File: src/design/i2c_eeprom_byte_access_master_defines.svh
// Assertion macros shared by the EEPROM master RTL.
`ifndef I2C_EEPROM_BYTE_ACCESS_MASTER_DEFINES_SVH
`define I2C_EEPROM_BYTE_ACCESS_MASTER_DEFINES_SVH

// Same-cycle implication, disabled while reset is low.
`define EEM_ASSERT_NOW(label, clk, rst_n, ante, cons) \
    label: assert property (@(posedge clk) disable iff (!rst_n) (ante) |-> (cons)) \
        else $error("eem check failed");

// Next-cycle implication, disabled while reset is low.
`define EEM_ASSERT_NEXT(label, clk, rst_n, ante, cons) \
    label: assert property (@(posedge clk) disable iff (!rst_n) (ante) |=> (cons)) \
        else $error("eem check failed");

`endif

File: src/design/eem_pkg.sv
// Types, codes and helpers for the I2C EEPROM byte-access master.
`default_nettype none
package eem_pkg;

    localparam int unsigned SDATA_W  = 24;
    localparam int unsigned SUSER_W  = 2;
    localparam int unsigned MDATA_W  = 16;
    localparam int unsigned CFG_IDX_W  = 2;
    localparam int unsigned CFG_DATA_W = 24;

    typedef enum logic [1:0] {
        OP_TICK  = 2'd0,
        OP_WRITE = 2'd1,
        OP_READ  = 2'd2,
        OP_SPARE = 2'd3
    } t_op;

    typedef enum logic [CFG_IDX_W-1:0] {
        CFG_DEV_ADDR   = 2'd0,
        CFG_POLL_LIMIT = 2'd1,
        CFG_SETTLE     = 2'd2,
        CFG_UNUSED     = 2'd3
    } t_cfg_idx;

    localparam logic [6:0]  DEV_ADDR_RST   = 7'd80;
    localparam logic [7:0]  POLL_LIMIT_RST = 8'd255;
    localparam logic [23:0] SETTLE_RST     = 24'd100;

    // Byte sent in a given slot: control byte, memory address, then data or read control.
    function automatic logic [7:0] byte_for_slot(
        input logic [6:0] dev_addr,
        input logic [2:0] slot,
        input logic       is_read,
        input logic [7:0] addr,
        input logic [7:0] data
    );
        logic [7:0] ctrl;
        ctrl = {dev_addr, 1'b0};
        if (slot == 3'd0) begin
            return ctrl;
        end else if (slot == 3'd1) begin
            return addr;
        end else if (is_read) begin
            return ctrl | 8'h01;
        end
        return data;
    endfunction

endpackage
`default_nettype wire

File: src/design/i2c_eeprom_byte_access_master.sv
// I2C EEPROM byte-write / random-read master, one pin phase per tick transaction.
//
// Input stream: each accepted transaction is one tick. s_axis_tuser carries op
// (0 tick, 1 byte write, 2 random read, 3 acts as tick); a command is taken only
// while the sequencer is idle. s_axis_tdata carries mem_addr, write_data, sda_in.
// Output stream: exactly one result per tick with the scl/sda levels driven on that
// tick, busy, done, the last read byte and the missing-acknowledge flag.
// Config channel: write device_address (0), ack_poll_limit (1), settle_ticks (2)
// while idle; always ready, takes effect on the next tick.
// A tick's result is registered; one tick is accepted every cycle unless stalled.
// The result register is refilled in the cycle it is taken, so a stalled receiver
// stops input only while the held result waits (s_axis_tready follows m_axis_tready
// when the result register is full).
// Reset (synchronous, active low) returns the sequencer to idle with both lines
// released, clears the read byte and fault flag and loads the register defaults.
`default_nettype none
`include "i2c_eeprom_byte_access_master_defines.svh"
module i2c_eeprom_byte_access_master (
    input  wire logic                            i_clk,
    input  wire logic                            i_rst_n,
    input  wire logic                            s_axis_tvalid,
    output logic                                 s_axis_tready,
    // [7:0] mem_addr, [15:8] write_data, [16] sda_in, [23:17] zero
    input  wire logic [eem_pkg::SDATA_W-1:0]     s_axis_tdata,
    // [1:0] op
    input  wire logic [eem_pkg::SUSER_W-1:0]     s_axis_tuser,
    output logic                                 m_axis_tvalid,
    input  wire logic                            m_axis_tready,
    // [0] scl_level, [1] sda_level, [2] busy_res, [3] done_res,
    // [11:4] read_data, [12] ack_missing, [15:13] zero
    output logic [eem_pkg::MDATA_W-1:0]          m_axis_tdata,
    input  wire logic                            i_cfg_valid,
    output logic                                 o_cfg_ready,
    input  wire logic [eem_pkg::CFG_IDX_W-1:0]   i_cfg_index,
    input  wire logic [eem_pkg::CFG_DATA_W-1:0]  i_cfg_data
);
    import eem_pkg::*;

    typedef enum logic [4:0] {
        PH_IDLE, PH_S0, PH_S1, PH_S2, PH_W0, PH_B0, PH_B1, PH_B2, PH_B3,
        PH_ACK, PH_ACKEND, PH_RHIGH, PH_RLOW, PH_RREL, PH_P0, PH_P1, PH_P2, PH_SETTLE
    } t_phase;

    logic [6:0]  r_dev_addr;
    logic [7:0]  r_poll_limit;
    logic [23:0] r_settle_ticks;

    t_phase      r_phase, n_phase, cur_phase;
    logic [2:0]  r_bit_index, n_bit_index;
    logic [7:0]  r_shift, n_shift;
    logic [7:0]  r_poll_count, n_poll_count;
    logic [23:0] r_settle_count, n_settle_count;
    logic        r_is_read, n_is_read;
    logic [7:0]  r_addr, n_addr;
    logic [7:0]  r_data, n_data;
    logic [2:0]  r_byte_index, n_byte_index;
    logic        r_ack_fault, n_ack_fault;
    logic [7:0]  r_read_hold, n_read_hold;

    logic                 r_out_valid;
    logic [MDATA_W-1:0]   r_out;

    logic       in_acc;
    t_op        op;
    logic [7:0] in_mem_addr, in_write_data;
    logic       in_sda;
    logic       scl, sda, busy, done, msb;
    logic [2:0] next_byte_index;

    assign s_axis_tready = !r_out_valid || m_axis_tready;
    assign in_acc        = s_axis_tvalid && s_axis_tready;
    assign m_axis_tvalid = r_out_valid;
    assign m_axis_tdata  = r_out;
    assign o_cfg_ready   = 1'b1;

    assign op            = t_op'(s_axis_tuser[1:0]);
    assign in_mem_addr   = s_axis_tdata[7:0];
    assign in_write_data = s_axis_tdata[15:8];
    assign in_sda        = s_axis_tdata[16];
    assign msb           = r_shift[7];
    assign next_byte_index = r_byte_index + 3'd1;

    always_comb begin
        n_phase        = r_phase;
        n_bit_index    = r_bit_index;
        n_shift        = r_shift;
        n_poll_count   = r_poll_count;
        n_settle_count = r_settle_count;
        n_is_read      = r_is_read;
        n_addr         = r_addr;
        n_data         = r_data;
        n_byte_index   = r_byte_index;
        n_ack_fault    = r_ack_fault;
        n_read_hold    = r_read_hold;
        scl  = 1'b1;
        sda  = 1'b1;
        busy = 1'b1;
        done = 1'b0;
        cur_phase = r_phase;

        // A command starts only from idle and runs its first phase on the same tick.
        if (r_phase == PH_IDLE && (op == OP_WRITE || op == OP_READ)) begin
            n_is_read    = (op == OP_READ);
            n_addr       = in_mem_addr;
            if (op == OP_WRITE) begin
                n_data = in_write_data;
            end
            n_ack_fault  = 1'b0;
            n_byte_index = 3'd0;
            cur_phase    = PH_S0;
        end

        case (cur_phase)
            PH_S0: begin
                scl = 1'b0; n_phase = PH_S1;
            end
            PH_S1: begin
                n_phase = PH_S2;
            end
            PH_S2: begin
                sda = 1'b0;
                n_shift = byte_for_slot(r_dev_addr, n_byte_index, n_is_read, n_addr, n_data);
                n_bit_index = 3'd0;
                n_phase = PH_W0;
            end
            PH_W0: begin
                scl = 1'b0; sda = 1'b0; n_phase = PH_B0;
            end
            PH_B0: begin
                scl = 1'b0; sda = msb; n_phase = PH_B1;
            end
            PH_B1: begin
                sda = msb; n_phase = PH_B2;
            end
            PH_B2: begin
                scl = 1'b0; sda = msb; n_phase = PH_B3;
            end
            PH_B3: begin
                scl = 1'b0;
                n_shift = {r_shift[6:0], 1'b0};
                n_bit_index = r_bit_index + 3'd1;
                if (r_bit_index == 3'd7) begin
                    n_poll_count = r_poll_limit;
                    n_phase = PH_ACK;
                end else begin
                    n_phase = PH_B0;
                end
            end
            PH_ACK: begin
                if (!in_sda) begin
                    n_phase = PH_ACKEND;
                end else if (r_poll_count == 8'd0) begin
                    n_ack_fault = 1'b1;
                    n_phase = PH_ACKEND;
                end else begin
                    n_poll_count = r_poll_count - 8'd1;
                end
            end
            PH_ACKEND: begin
                scl = 1'b0;
                n_byte_index = next_byte_index;
                if (next_byte_index == 3'd1 || (next_byte_index == 3'd2 && !r_is_read)) begin
                    n_shift = byte_for_slot(r_dev_addr, next_byte_index, r_is_read,
                                            r_addr, r_data);
                    n_bit_index = 3'd0;
                    n_phase = PH_B0;
                end else if (next_byte_index == 3'd2) begin
                    // repeated start before the read control byte
                    n_phase = PH_S0;
                end else if (next_byte_index == 3'd3 && r_is_read) begin
                    n_bit_index = 3'd0;
                    n_phase = PH_RHIGH;
                end else begin
                    n_phase = PH_P0;
                end
            end
            PH_RHIGH: begin
                n_shift = {r_shift[6:0], in_sda};
                n_phase = PH_RLOW;
            end
            PH_RLOW: begin
                scl = 1'b0; n_phase = PH_RREL;
            end
            PH_RREL: begin
                scl = 1'b0;
                n_bit_index = r_bit_index + 3'd1;
                if (r_bit_index == 3'd7) begin
                    n_read_hold = r_shift;
                    n_phase = PH_P0;
                end else begin
                    n_phase = PH_RHIGH;
                end
            end
            PH_P0: begin
                scl = 1'b0; sda = 1'b0; n_phase = PH_P1;
            end
            PH_P1: begin
                sda = 1'b0; n_phase = PH_P2;
            end
            PH_P2: begin
                n_settle_count = r_settle_ticks;
                n_phase = PH_SETTLE;
            end
            PH_SETTLE: begin
                if (r_settle_count == 24'd0) begin
                    done = 1'b1; busy = 1'b0;
                    n_phase = PH_IDLE;
                end else begin
                    n_settle_count = r_settle_count - 24'd1;
                end
            end
            default: begin
                busy = 1'b0;
                n_phase = PH_IDLE;
            end
        endcase
    end

    always_ff @(posedge i_clk) begin
        if (!i_rst_n) begin
            r_dev_addr     <= DEV_ADDR_RST;
            r_poll_limit   <= POLL_LIMIT_RST;
            r_settle_ticks <= SETTLE_RST;
            r_phase        <= PH_IDLE;
            r_bit_index    <= 3'd0;
            r_shift        <= 8'd0;
            r_poll_count   <= 8'd0;
            r_settle_count <= 24'd0;
            r_is_read      <= 1'b0;
            r_addr         <= 8'd0;
            r_data         <= 8'd0;
            r_byte_index   <= 3'd0;
            r_ack_fault    <= 1'b0;
            r_read_hold    <= 8'd0;
            r_out_valid    <= 1'b0;
        end else begin
            if (i_cfg_valid) begin
                case (t_cfg_idx'(i_cfg_index))
                    CFG_DEV_ADDR:   r_dev_addr     <= i_cfg_data[6:0];
                    CFG_POLL_LIMIT: r_poll_limit   <= i_cfg_data[7:0];
                    CFG_SETTLE:     r_settle_ticks <= i_cfg_data;
                    default: begin
                    end
                endcase
            end
            if (in_acc) begin
                r_phase        <= n_phase;
                r_bit_index    <= n_bit_index;
                r_shift        <= n_shift;
                r_poll_count   <= n_poll_count;
                r_settle_count <= n_settle_count;
                r_is_read      <= n_is_read;
                r_addr         <= n_addr;
                r_data         <= n_data;
                r_byte_index   <= n_byte_index;
                r_ack_fault    <= n_ack_fault;
                r_read_hold    <= n_read_hold;
                r_out_valid    <= 1'b1;
            end else if (m_axis_tready) begin
                r_out_valid    <= 1'b0;
            end
        end
    end

    // Result payload: load with each accepted tick.
    always_ff @(posedge i_clk) begin
        if (in_acc) begin
            r_out <= {3'b000, n_ack_fault, n_read_hold, done, busy, sda, scl};
        end
    end

    `EEM_ASSERT_NEXT(a_tick_gives_result, i_clk, i_rst_n, in_acc, r_out_valid)
    `EEM_ASSERT_NEXT(a_settle_ends_idle, i_clk, i_rst_n,
        in_acc && r_phase == PH_SETTLE && r_settle_count == 24'd0,
        r_phase == PH_IDLE && r_out[3] && !r_out[2])
    `EEM_ASSERT_NEXT(a_ack_timeout_flags, i_clk, i_rst_n,
        in_acc && r_phase == PH_ACK && in_sda && r_poll_count == 8'd0,
        r_ack_fault && r_phase == PH_ACKEND)
    `EEM_ASSERT_NOW(a_read_phase_only_on_read, i_clk, i_rst_n,
        r_phase == PH_RHIGH || r_phase == PH_RLOW || r_phase == PH_RREL, r_is_read)
    `EEM_ASSERT_NOW(a_ack_on_byte_boundary, i_clk, i_rst_n,
        r_phase == PH_ACK, r_bit_index == 3'd0)

endmodule
`default_nettype wire
File: config.mk
export PLATFORM = sky130hd
export DESIGN_NAME = i2c_eeprom_byte_access_master
export DESIGN_NICKNAME = d
export VERILOG_FILES = /design/src/design/eem_pkg.sv /design/src/design/i2c_eeprom_byte_access_master.sv
export VERILOG_INCLUDE_DIRS = /design/src /design/src/design
export SDC_FILE = /design/constraint.sdc
export NUM_CORES = 1
export LEC_CHECK = 0
export BUFFER_PORTS_ARGS = -buffer_cell sky130_fd_sc_hd__buf_4
export CAP_MARGIN = 20
export CELL_PAD_IN_SITES_DETAIL_PLACEMENT = 1
export CELL_PAD_IN_SITES_GLOBAL_PLACEMENT = 2
export CORE_MARGIN = 1
export CORE_UTILIZATION = 38
export DETAILED_ROUTE_END_ITERATION = 8
export GPL_TIMING_DRIVEN = 0
export PLACE_DENSITY_LB_ADDON = 0.15
export SYNTH_ARGS = -nofsm -noshare
export SYNTH_HDL_FRONTEND = slang
export SYNTH_SLANG_ARGS = --single-unit
File: constraint.sdc
create_clock -name i_clk -period 4.8 [get_ports i_clk]
set_clock_uncertainty 0.1 [all_clocks]
set_input_delay 0.96 -clock i_clk [delete_from_list [all_inputs] [get_ports i_clk]]
set_output_delay 0.96 -clock i_clk [all_outputs]
set_load 0.01 [all_outputs]
==> out/metrics.cfg, run 1 <==
[floorplanning]
core-area_mm2 = 0.01736
die_height_um = 135.4
start_util = 0.3898
num_io_pins = 76
die_x_um = 135.4
die_area_mm2 = 0.01834
row_count = 48

[yosys]
synthArstFlopShare = 0
synth-edff-count = 13
synth_ff_type = dfxtp_1
yosysSeqAreaShare = 0.4039
synth.distinct_cells = 68
postSynthCellCount = 846
ys_seq_elements = 130
syn_area_per_cell_um2 = 7.997
synth_warnings = 0
synthesis.area_mm2 = 0.006765

[timing]
period_minus_slack_ns = 3.515
drv_slew = 0
tns_ns = 0
hold_viol_final = 0
rsz0062_at_grt = no
max_freq_ghz = 0.2845
setup-violations-final = 0
maxSlewHeadroom = 0.1804
worst_pin_slew_ns = 1.220
period_share = 0.7323

[critical_path]
path_cells = inv_1, ha_1, or3b_2, clkbuf_1, nor4_1, a31oi_1, clkbuf_1, o211ai_1, a21oi_1
cp-end-kind = register
cp_slowest_cell = nor4_1
crit_fanout = 10
critPathBufInv = 3
crit_required_ns = 4.98
ff2ff_setup_slack_ns = 1.28
crit_family = simple AND/OR/NAND/NOR gates
critical_path.max_stage_delay_ns = 0.82
rr_endpoint = r_settle_count[1]
timing.rr.start = r_settle_count[0]
worst_setup_path_start_kind = register
crit_type = reg -> reg
r2r_cells = 9
cp.arrival_ns = 3.70
path_common_cell = clkbuf_1

[final_layout]
final_cell_mix = nand2_1 (126), dfxtp_1 (117), a21oi_1 (82)
fillers = 2141
mostFrequentLayoutCell = nand2_1
drive_above_1_share = 0.1406
syn_to_final_growth_pct = 19.94
antenna_cells = 0
fin_util = 0.4675
nNetsFinal = 1002

[hold_path]
holdPathEnd = r_settle_ticks[23]
holdPathStages = 2
hold_path.class = reg -> reg
hp-start = r_settle_ticks[23]

[run]
maxCapViolCount = 0

[route]
ant_nets = 0
drc_errors = 0
wl_um = 24010
via_per_inst = 5.860
wire_per_inst_um = 20.50
drt_iter0_markers = 530
firstDrtPassIters = 5
num_vias = 6862

[global_routing]
grt_pass1_wl_um = 36980
grt_usage = 0.2661
grt_pass1_vias = 6803
antenna_found_initial = 0
grt_max_degree = 17
overflow = 0

[cts]
insertion_delay_ns = 0.43
clk_path_buf_depth = 2
cts_buffers = 17
cts_resized = 0
post_cts_buffers = 0
hold_buffers = 0
htreeDepth = 4
cts_num_sinks = 130
clk_pin_slew_ns = 0.06
cts_tree = yes
cts-root-buf = clkbuf_16

[status]
status = finished clean

[power]
comb_power_share = 0.134
leakage_nw = 3.088
swShare = 0.2861
powerDensity_mw_per_mm2 = 344.0
power_frac_seq = 0.419
ir_worst_vdd_v = 0.0002338
internal_power_w = 0.001993
finalPower_w = 0.002791
clkPwrFrac = 0.446
switchingPower_w = 0.0007987

[placement]
gp_congestion = 0.9061
hpwl_um = 17730
portBuffers = 63

-- synth_stat cells, types with 7 or more instances --
cell | number | area [um2]
nand4_1 | 10 | 62.56
inv_1 | 19 | 71.32
nand2_1 | 126 | 473.0
buf_1 | 7 | 26.28
nand3_1 | 32 | 160.2
nor2_1 | 77 | 289.0
ha_1 | 12 | 150.1
a31oi_1 | 15 | 93.84
a21oi_1 | 82 | 410.4
clkbuf_1 | 50 | 187.7
a211o_1 | 10 | 87.58
mux2_2 | 11 | 123.9
mux2i_1 | 21 | 210.2
nor2b_1 | 8 | 50.05
nor3b_1 | 7 | 52.55
o21ai_0 | 41 | 205.2
a22oi_1 | 10 | 75.07
and3_1 | 13 | 81.33
nor4_1 | 10 | 62.56
dfxtp_1 | 117 | 2342
edfxtp_1 | 13 | 390.4
o211ai_1 | 11 | 82.58
nor3_1 | 32 | 160.2
a211oi_1 | 8 | 60.06
a22o_1 | 7 | 61.31
-- through the flow --
stage,instance area [um2],std cells,worst slack (ns),hold slack [ns]
2_1_floorplan,6773,848,2.145,0.3320
3_3_place_gp,7527,1136,1.407,0.3467
3_5_place_dp,7542,1137,1.331,0.3571
4_1_cts,8102,1169,1.430,0.3649
5_1_grt,8114,1171,1.167,0.3822
6_report,8114,1171,1.285,0.3637
-- layer usage --
layer,vias to the layer above,track usage,wire (um)
met5,-,0,0
met4,0,0.09426,490
met3,35,0.04115,1021
met2,188,0.4288,11180
met1,3409,0.3592,11320
li1,3230,-,-
-- worst max path at each step --
| stage | end | start | depth (start not counted) |
|---|---|---|---|
| after floorplan | r_settle_count[19] | r_settle_count[0] | 10 |
| after detailed placement | r_shift[5] | s_axis_tuser[0] | 8 |
| after global placement | r_shift[1] | s_axis_tuser[0] | 8 |
| final | r_settle_count[1] | r_settle_count[0] | 9 |
| after CTS | r_settle_count[18] | r_settle_count[0] | 8 |
| after global routing | r_settle_count[1] | r_settle_count[0] | 9 |
-- sequential cells by signal, summed over array words and instances, names as in the netlist, 5 cells and up --
| register | cells |
|---|---|
| r_dev_addr | 7 |
| r_phase | 5 |
| r_addr | 8 |
| r_poll_count | 8 |
| r_settle_ticks | 24 |
| r_shift | 8 |
| r_read_hold | 8 |
| m_axis_tdata | 13 |
| r_settle_count | 24 |
| r_data | 8 |
| r_poll_limit | 8 |
-- worst reg2reg max path, delay by kind of cell (launching register included) --
family          cells  cell delay (ns)
simple gates        2             1.27
buf+inv             3             0.75
compound gates      3             0.74
flops               1             0.33
fa+ha+maj           1             0.19
-- final cells by class --
class                   instances  area (um2)  share of cell area
plain buffers                  64       271.5             0.03346
clock buffers                  18       429.2             0.05289
clock inverters                14       130.1             0.01604
inverters                      20       75.07            0.009252
multi-input cells             634        3694              0.4552
flip-flops and latches        130        2733              0.3368
well taps                     225       281.5             0.03470
repair buffers                 66       500.5             0.06168
-- power groups by stage --
stage / Combinational, W / Clock [W] / Sequential (W)
3_5_place_dp: 0.000367 / 0 / 0.00119
3_3_place_gp: 0.000358 / 0 / 0.00119
5_1_grt: 0.000404 / 0.00132 / 0.00117
2_1_floorplan: 0.000221 / 0 / 0.00119
6_report: 0.000375 / 0.00125 / 0.00117
4_1_cts: 0.000370 / 0.00126 / 0.00117
-- kinds of logic after synthesis --
family	Yosys count	share of synthesized area
AND/OR/NAND/NOR	351	0.2476
AO/OA/AOI/OAI	232	0.2206
flip-flops	130	0.4039
buffers and inverters	84	0.05123
multiplexers	32	0.04938
adder cells (fa/ha/maj)	12	0.02219
XOR/XNOR	3	0.003885
other	2	0.001110
No activity file was read; power rests on OpenSTA's default activity.
==> inputs of run 2 (changes only) <==
- CORE_UTILIZATION: 38 -> 31
- clock period: 4.8 -> 2.95 ns (I/O delays scaled with it)
==> run 2 against run 1 <==
- clock-buffer cell count up 2
- register-to-register slack worse by 1.2 ns
- core utilization down 7.7 points
- sequential share of layout area down 0.67 points
- worst setup slack worse by 1.2 ns
- via count down 2.3%
- critical path depth unchanged
- fmax up 21%
- worst hold slack worse by 0.080 ns
- clock power up 72%
- final area up 2.0%
- wire length up 2.3%
- critical path type unchanged
==> out/metrics.cfg, run 2 (synthesized netlist as in run 1, its figures left out) <==
[route]
drt_iter0_markers = 372  ; -30%
firstDrtPassIters = 6  ; +1
ant_nets = 0  ; unchanged
num_vias = 6703  ; -2.3%
wl_um = 24570  ; +2.3%
drc_errors = 0  ; unchanged
via_per_inst = 5.481  ; -6.5%
wire_per_inst_um = 20.09  ; -2.0%

[final_layout]
regArea_mm2 = 0.002733  ; unchanged
antenna_cells = 0  ; unchanged
syn_to_final_growth_pct = 22.36
fin_util = 0.3901  ; -0.07739
post-route-cell-area_mm2 = 0.008278  ; +2.0%
multi_input_area_mm2 = 0.003727  ; +0.91%
fillers = 2591  ; +21%
mostFrequentLayoutCell = nand2_1
drive_above_1_share = 0.1561  ; +0.01553
nNetsFinal = 1004  ; +0.20%
final_cell_mix = nand2_1 (126), dfxtp_1 (117), a21oi_1 (82)

[timing]
period_minus_slack_ns = 2.899  ; -0.6164 ns
maxSlewHeadroom = 0.2454  ; +0.06506
tns_ns = 0  ; unchanged
worst_pin_slew_ns = 1.123  ; -0.09685 ns
period_share = 0.9827  ; +0.2503
hold_viol_final = 0  ; unchanged
setup-violations-final = 0  ; unchanged
rsz0062_at_grt = yes
hold-worst-slack_ns = 0.2834  ; -0.08025 ns
max_freq_ghz = 0.3450  ; +21%
drv_slew = 0  ; unchanged

[global_routing]
grt_pass1_wl_um = 38610  ; +4.4%
grt_max_degree = 17  ; unchanged
overflow = 0  ; unchanged
antenna_found_initial = 0  ; unchanged
grt_usage = 0.2272  ; -0.03895
grt_pass1_vias = 6880  ; +1.1%

[cts]
cts_buffers = 17  ; unchanged
cts-root-buf = clkbuf_16
htreeDepth = 4  ; unchanged
insertion_delay_ns = 0.43  ; about the same
cts_tree = yes
clk_pin_slew_ns = 0.07  ; about the same
hold_buffers = 0  ; unchanged
clk_path_buf_depth = 2  ; unchanged
cts_num_sinks = 130  ; unchanged

[status]
status = finished clean

[floorplanning]
num_io_pins = 76  ; unchanged
start_util = 0.3188  ; -0.07097
die_x_um = 149.7  ; +11%
die_area_mm2 = 0.02242  ; +22%
core-area_mm2 = 0.02122  ; +22%
die_height_um = 149.7  ; +11%
row_count = 53  ; +10%

[placement]
place_area_mm2 = 0.007627  ; +1.1%
portBuffers = 63  ; unchanged
hpwl_um = 18480  ; +4.3%
gp_congestion = 0.9066  ; about the same

[power]
powerDensity_mw_per_mm2 = 565.8  ; +64%
ir_worst_vdd_v = 0.0003120  ; +33%
leakage_nw = 3.164  ; +2.4%

[run]
maxCapViolCount = 0  ; unchanged

[critical_path]
cp.arrival_ns = 3.08  ; -0.62 ns
crit_required_ns = 3.13  ; -1.85 ns
worst_setup_path_start_kind = register
crit_fanout = 10  ; unchanged
crit_type = reg -> reg
cp-end-kind = register

[hold_path]
hold_path.class = in -> reg

## run 2: metrics by stage
| stage | setup WS [ns] | total power, W | std cells |
|---|---|---|---|
| 2_1_floorplan | 0.2951 | 0.002291 | 848 |
| 3_3_place_gp | -0.3580 | 0.002528 | 1186 |
| 3_5_place_dp | -0.3929 | 0.002551 | 1189 |
| 4_1_cts | 0.005925 | 0.004720 | 1223 |
| 5_1_grt | -0.1036 | 0.004857 | 1223 |
| 6_report | 0.05118 | 0.004684 | 1223 |
## run 2: metal layers
layer	share of wire	track usage	wire [um]
met3	0.037	0.04146	901
met4	0.012	0.06212	286
met2	0.47	0.3715	11560
met1	0.48	0.3048	11820
met5	0	0	0
## run 2: repair_timing
action,4_1_cts,5_1_grt
pin swaps,1,0
hold endpoints to repair,0,0
setup endpoints to repair,35,21
gates resized for setup,9,6
setup buffers,3,0
## run 2: layout make-up
type,instances,share of cell area
clock buffer,20,0.05653
timing repair buffer,70,0.06530
multi-input combinational,634,0.4503
inverter,20,0.009069
clock inverter,12,0.01436
sequential,130,0.3301
tap,275,0.04157
buffer,62,0.03280
## run 2: critical path: stages (launching register included)
cell and delay (ns):
dfxtp_1 0.31, clkbuf_1 0.33, or3b_2 0.47, clkbuf_1 0.24, nor2_1 0.27, clkbuf_2 0.31, clkbuf_2 0.32, o21ai_0 0.16
a21oi_1 0.17, a211oi_1 0.06
## run 2: power breakdown
group          leakage, nW  internal (W)  switching (W)
sequential            1.08       0.00186      0.0000492
combinational         1.80      0.000236       0.000395
clock                0.285       0.00125       0.000899
## run 2: worst paths after layout
path / slack (ns) / cells after the start / startpoint / to
worst max-delay path: 0.05 / 9 / r_phase[4] / r_settle_count[14]
worst min-delay path: 0.28 / 3 / s_axis_tdata[9] / r_data[1]
worst max register to register: 0.05 / 9 / r_phase[4] / r_settle_count[14]
worst min register to register: 0.37 / 2 / r_addr[0] / r_addr[0]
